**src/hdl/sksrch_pkg.sv**
```systemverilog
// Shared types and constants for the sorted-key binary search block.
// No dependencies; imported by every module of the block.
`default_nettype none

package sksrch_pkg;

   localparam int KEY_W     = 64;   // packed eight-character key
   localparam int POS_W     = 12;   // entry_index / position field width
   localparam int CNT_W     = 13;   // record_count width
   localparam int PROBE_W   = 4;    // probe counter width
   localparam int DEFAULT_TABLE_DEPTH = 4096;

   localparam logic [PROBE_W-1:0] PROBE_MAX = 4'd15;

   // Stream payload widths, padded to whole bytes
   localparam int REQ_DATA_W = 80;  // entry_index (12) + key_value (64) + pad
   localparam int RSP_DATA_W = 24;  // found (1) + position (12) + probes (4) + pad
   localparam int RSP_BITS   = 1 + POS_W + PROBE_W;

   // Operation codes carried on req_tuser
   localparam logic OP_LOAD   = 1'b0;
   localparam logic OP_SEARCH = 1'b1;

   typedef enum logic [1:0] {
      ST_IDLE,
      ST_PROBE,
      ST_CMP
   } state_type;

   // Result transaction; found lands in bit 0 when packed
   typedef struct packed {
      logic [PROBE_W-1:0] probes;
      logic [POS_W-1:0]   position;
      logic               found;
   } result_type;

endpackage

`default_nettype wire

```
**src/hdl/sksrch_ctrl.sv**
```systemverilog
// Search sequencer: bounds registers, shared key comparator, probe counter
// and the result output register. Depends on sksrch_pkg.
`default_nettype none

module sksrch_ctrl #(
   parameter int TABLE_DEPTH = sksrch_pkg::DEFAULT_TABLE_DEPTH,
   parameter int AW          = $clog2(TABLE_DEPTH)
) (
   input  wire logic                          clock,
   input  wire logic                          reset,
   // request side
   input  wire logic                          start,      // search transaction accepted
   output logic                               idle,
   input  wire logic [sksrch_pkg::KEY_W-1:0]  key,
   input  wire logic [sksrch_pkg::CNT_W-1:0]  record_count,
   // table read port
   output logic      [AW-1:0]                 rd_addr,
   input  wire logic [sksrch_pkg::KEY_W-1:0]  rd_data,
   // result side
   output logic                               rsp_valid,
   input  wire logic                          rsp_ready,
   output sksrch_pkg::result_type             rsp_result
);
   import sksrch_pkg::*;

   state_type state_ff, state_in;

   logic [KEY_W-1:0]   key_ff, key_in;
   logic [CNT_W-1:0]   lo_ff, lo_in;      // first candidate
   logic [CNT_W-1:0]   hi1_ff, hi1_in;    // one past last candidate
   logic [PROBE_W-1:0] misses_ff, misses_in;
   logic               rsp_valid_ff, rsp_valid_in;
   result_type         rsp_result_ff, rsp_result_in;

   logic [CNT_W-1:0]    n_clamp;
   logic [CNT_W-1:0]    span;
   logic [CNT_W-1:0]    mid;
   logic [AW+CNT_W-1:0] mid_wide;
   logic                empty;
   logic                key_eq;
   logic                key_lt;
   logic                out_free;
   logic                emit;
   result_type          result;

   // record_count above the table depth searches the whole table
   always_comb begin
      if (32'(record_count) > TABLE_DEPTH) begin
         n_clamp = CNT_W'(TABLE_DEPTH);
      end else begin
         n_clamp = record_count;
      end
   end

   // shared compare unit
   assign empty    = (lo_ff >= hi1_ff);
   assign span     = hi1_ff - lo_ff - 1'b1;
   assign mid      = lo_ff + (span >> 1);
   assign mid_wide = (AW+CNT_W)'(mid);
   assign rd_addr  = mid_wide[AW-1:0];
   assign key_eq   = (key_ff == rd_data);
   assign key_lt   = (key_ff < rd_data);
   assign out_free = !rsp_valid_ff || rsp_ready;

   // next state
   always_comb begin
      state_in = state_ff;
      unique case (state_ff)
         ST_IDLE: begin
            if (start) begin
               state_in = ST_PROBE;
            end
         end
         ST_PROBE: begin
            if (!empty) begin
               state_in = ST_CMP;
            end else if (out_free) begin
               state_in = ST_IDLE;
            end
         end
         ST_CMP: begin
            if (!key_eq) begin
               state_in = ST_PROBE;
            end else if (out_free) begin
               state_in = ST_IDLE;
            end
         end
         default: state_in = ST_IDLE;
      endcase
   end

   // state outputs
   always_comb begin
      idle            = 1'b0;
      emit            = 1'b0;
      result.found    = 1'b0;
      result.position = '0;
      result.probes   = misses_ff;
      unique case (state_ff)
         ST_IDLE: begin
            idle = 1'b1;
         end
         ST_PROBE: begin
            emit = empty && out_free;
         end
         ST_CMP: begin
            emit            = key_eq && out_free;
            result.found    = 1'b1;
            result.position = mid[POS_W-1:0];
         end
         default: begin
            idle = 1'b0;
         end
      endcase
   end

   // bounds and probe count
   always_comb begin
      key_in    = key_ff;
      lo_in     = lo_ff;
      hi1_in    = hi1_ff;
      misses_in = misses_ff;
      if (start && state_ff == ST_IDLE) begin
         key_in    = key;
         lo_in     = '0;
         hi1_in    = n_clamp;
         misses_in = '0;
      end else if (state_ff == ST_CMP && !key_eq) begin
         if (key_lt) begin
            hi1_in = mid;
         end else begin
            lo_in = mid + 1'b1;
         end
         if (misses_ff != PROBE_MAX) begin
            misses_in = misses_ff + 1'b1;
         end
      end
   end

   // output register
   always_comb begin
      rsp_valid_in  = rsp_valid_ff;
      rsp_result_in = rsp_result_ff;
      if (emit) begin
         rsp_valid_in  = 1'b1;
         rsp_result_in = result;
      end else if (rsp_ready) begin
         rsp_valid_in = 1'b0;
      end
   end

   always_ff @(posedge clock) begin
      if (reset) begin
         state_ff     <= ST_IDLE;
         rsp_valid_ff <= 1'b0;
      end else begin
         state_ff     <= state_in;
         rsp_valid_ff <= rsp_valid_in;
      end
   end

   always_ff @(posedge clock) begin
      key_ff        <= key_in;
      lo_ff         <= lo_in;
      hi1_ff        <= hi1_in;
      misses_ff     <= misses_in;
      rsp_result_ff <= rsp_result_in;
   end

   assign rsp_valid  = rsp_valid_ff;
   assign rsp_result = rsp_result_ff;

   // a compare only follows a probe with a nonempty window
   a_cmp_window: assert property (@(posedge clock) disable iff (reset)
      state_ff == ST_CMP |-> lo_ff < hi1_ff)
      else $error("compare state with empty search window");

   // window never grows past the table depth
   a_hi_bound: assert property (@(posedge clock) disable iff (reset)
      state_ff != ST_IDLE |-> 32'(hi1_ff) <= TABLE_DEPTH)
      else $error("search window beyond table depth");

   // each mismatched probe adds one miss until saturation
   a_miss_step: assert property (@(posedge clock) disable iff (reset)
      state_ff == ST_CMP && !key_eq && misses_ff != PROBE_MAX
      |=> misses_ff == $past(misses_ff) + 1'b1)
      else $error("probe count did not advance on a miss");

   // a miss result always reports position zero
   a_miss_pos: assert property (@(posedge clock) disable iff (reset)
      rsp_valid_ff && !rsp_result_ff.found |-> rsp_result_ff.position == '0)
      else $error("not-found result with nonzero position");

endmodule

`default_nettype wire
```
**config.mk**
```make
export PLATFORM = sky130hd
export DESIGN_NAME = sksrch_ctrl
export DESIGN_NICKNAME = d
export VERILOG_FILES = /design/src/hdl/sksrch_pkg.sv /design/src/hdl/sksrch_ctrl.sv
export SDC_FILE = /design/constraint.sdc
export NUM_CORES = 1
export LEC_CHECK = 0
export BUFFER_PORTS_ARGS = -buffer_cell sky130_fd_sc_hd__buf_4
export CORE_UTILIZATION = 25
export CTS_BUF_LIST = sky130_fd_sc_hd__clkbuf_8
export CTS_CLUSTER_SIZE = 16
export DETAILED_ROUTE_END_ITERATION = 10
export PLACE_DENSITY = 0.47
export SYNTH_ARGS = -nofsm -noshare
export SYNTH_HDL_FRONTEND = slang
export SYNTH_SLANG_ARGS = --single-unit
```
**constraint.sdc**
```tcl
create_clock -name clock -period 5.03 [get_ports clock]
set_input_delay 0.2515 -clock clock [delete_from_list [all_inputs] [get_ports clock]]
set_output_delay 0.2515 -clock clock [all_outputs]
set_load 0.005 [all_outputs]
```
==> impl_metrics.ini <==
[grt]
grt_max_degree = 41
grt_overflow = 0
antenna_found_initial = 1
grt_util_all_layers_pct = 13.7
grt_pass1_wl_um = 31600
first_global_vias = 5972

[pwr]
vdd_drop_max_mv = 0.294
pwr-share-seq_pct = 26.5
p_sw_share_pct = 38.4
p_switching_mw = 1.80
power_density_nw_per_um2 = 454
p_leak_nw = 4.54
combinationalPowerShare_pct = 51.4
power.internal_mw = 2.88
clkPwrFrac_pct = 22.0
p_total_mw = 4.67

[cells_and_area]
nFillCells = 2953
multi_input_area_um2 = 3720
syn_to_final_growth_pct = 39.2
layout-drive-gt1-share_pct = 25.8
finish.instance_area_um2 = 10300
antenna_cells = 0
regArea_um2 = 3220
fin_nets = 1200
finalNonFillerCells = 1340

[floorplan]
dieArea_um2 = 30300
dieWidth_um = 174
io_pins = 176
initial_utilization_pct = 25.6
die_y_um = 174
fp-row-count = 62
core-area_um2 = 28900

[sta]
fin_crit_ns = 4.57
setup_slack_ns = 0.464
slew_headroom_pct = 31.0
rsz0062_at_grt = false
finalCritPeriodShare_pct = 90.8
finalSetupViolations = 0
hold_violations = 0
tns_ns = 0
timing.fmax_ghz = 0.219
fin_worst_skew_ns = 0.0153
final_max_slew_viol_count = 0
worst_pin_slew_ns = 1.03

[routing]
ant_nets = 0
routed_wl_um = 20500
dr.pass1.iters = 4
drt_iter0_drc = 185
avgRoutedWirePerCell_um = 15.3
routed-via-count = 5885
drc = 0
via_per_inst = 4.39

[worst_setup_path]
path_common_cell = a21oi_1
endpoint_kind = output pin
crit_slowest_cell = a2111oi_1
critPathMaxStageDelay_ns = 0.44
required_ns = 4.78
cp_top_family = compound AO/OA/AOI/OAI gates
worstPathArrival_ns = 4.31
path_buf_inv = 2
path_max_fanout = 4
critical_path_class = reg2out
r2r_slack_ns = 0.68
crit_chain = inv_1 -> ha_1 -> fa_1 -> a21o_1 -> a21oi_1 -> o21bai_1 -> a21oi_1 -> o21ai_0 -> a21oi_1 -> xnor2_1 -> ha_1 -> nand2_1 -> nor3_1 -> a2111oi_1 -> o21bai_1 -> xor2_2 -> buf_4
start_kind = register

[logic_synthesis]
synthArstFlopShare_pct = 0
synth-main-ff-cell = edfxtp_1
yosysTopAreaCellShare_pct = 38.2
post-synth-top-count-cell = inv_1
synth.top_cells.by_count = inv_1, ha_1, edfxtp_1
ys_warn_count = 0
syn-mean-instance-area_um2 = 10.7
synth_area_leader_cell = edfxtp_1
syn-instance-count = 692
ys_seq_area_share_pct = 43.6
syn_nets = 946
syn_area_um2 = 7400
synth_cell_types = 71
synth-seq-cells = 114
synth_edf_count = 94
synth.top_cells.by_area = edfxtp_1, ha_1, inv_1, dfxtp_1, a21oi_1

[placed_design]
post-place-ws_ns = 0.566
dp_hpwl_um = 15700
gp_congestion = 0.769
placed_cell_area_um2 = 9180
dp.cells = 1245
portBuffers = 175

[flow_run]
cap_violations = 0

[clock_network]
htree_levels = 4
cts_tree = done
clock_sinks = 114
clk_path_buf_depth = 2
numCtsBuffers = 17
root_buffer = clkbuf_8
clkLatencyLatePin_ns = 0.45
clk_pin_slew_ns = 0.08

[outcome]
status = completed

[hold_path]
hold_path_class = in2reg
-- power groups by stage --
stage               registers [mW]  logic, mW  clock network, mW
CTS                           1.24       2.41               1.07
detailed placement            1.26       2.34                  0
global route                  1.25       2.67               1.10
global placement              1.26       2.36                  0
finish                        1.24       2.40               1.03
floorplan                     1.25       1.59                  0
-- registers in the layout, summed over array words and instances (netlist names) --
register / count
state_ff: 2
misses_ff: 4
rsp_valid: 1
hi1_ff: 13
lo_ff: 13
key_ff: 64
rsp_result: 17
-- area by class of cell --
class / count / area share (%)
Multi-Input combinational cell: 457 / 36.1
Sequential cell: 114 / 31.3
Timing Repair Buffer: 246 / 19.5
Tap cell: 384 / 4.67
Inverter: 110 / 4.02
Clock buffer: 17 / 2.27
Clock inverter: 12 / 2.09
-- worst reg2reg max path: stages, from the launching register on --
cell and delay (ns):
dfxtp_1 0.35, inv_1 0.07, ha_1 0.22, fa_1 0.41
a21o_1 0.20, a21oi_1 0.27, o21bai_1 0.11, a21oi_1 0.23
o21ai_0 0.12, a21oi_1 0.28, xnor2_1 0.16, ha_1 0.30
nand2_1 0.10, nor3_1 0.06, a2111oi_1 0.44, o21bai_1 0.16
xor2_2 0.25, buf_4 0.16, nand4_1 0.10, xnor2_1 0.16
a21oi_1 0.08
-- per-stage QoR --
stage | hold slack, ns | utilization, %
global route | 0.0613 | 35.6
detailed placement | 0.431 | 31.7
CTS | 0.0494 | 35.5
floorplan | 0.330 | -
finish | 0.0943 | 35.6
global placement | 0.430 | 31.7
-- cell families (layout without fill, tap and decap cells) --
group                    Yosys count  after routing  share of synthesized area (%)
adder cells (fa/ha/maj)          109            109                           18.6
flip-flops                       114            114                           43.6
multiplexers                       4              4                          0.609
XOR/XNOR                          28             28                           3.62
AO/OA/AOI/OAI                    155            155                           15.4
AND/OR/NAND/NOR                  161            161                           11.6
buffers and inverters            121            385                           6.46
-- cells in the final DEF (no fill, tap or decap), drive strengths merged, types with 9 or more instances in the layout --
cell type	Yosys	routed
o21ai	30	30
and2	9	9
inv	110	109
clkbuf	7	17
a211oi	12	12
nand2	37	37
a21o	9	9
xnor2	18	18
a21oi	48	48
nand4	15	15
dfxtp	20	20
xor2	10	10
nor3	11	11
nand3	17	17
a22o	9	9
edfxtp	94	94
dlygate4sd3	0	65
ha	107	107
nor2	41	41
buf	4	181
-- path summary, 6_finish.rpt --
path / from / end / cells past startpoint
setup / recovery: lo_ff[0]$_SDFFE_PP0P_ / rd_addr[11] / 17
hold / removal: record_count[8] / hi1_ff[8]$_DFFE_PP_ / 2
setup reg to reg: lo_ff[0]$_SDFFE_PP0P_ / lo_ff[12]$_SDFFE_PP0P_ / 20
hold reg to reg: misses_ff[1]$_SDFFE_PP0P_ / rsp_result[14]$_DFFE_PP_ / 0
-- per-layer routing --
layer / up-vias / share of wire (%) / GRT usage [%]
met5: - / 0.063 / 0
met4: 2 / 1.2 / 4.02
met3: 20 / 5.8 / 4.33
met2: 154 / 45 / 21.9
met1: 2713 / 48 / 17.7
li1: 2996 / - / -
-- what timing repair did --
action,CTS,global route
gates resized for setup,0,2
hold buffers,65,0
endpoints found under the setup margin,0,1
hold endpoints to repair,65,0
setup buffers,0,1
(Power assumes the default switching activity.)
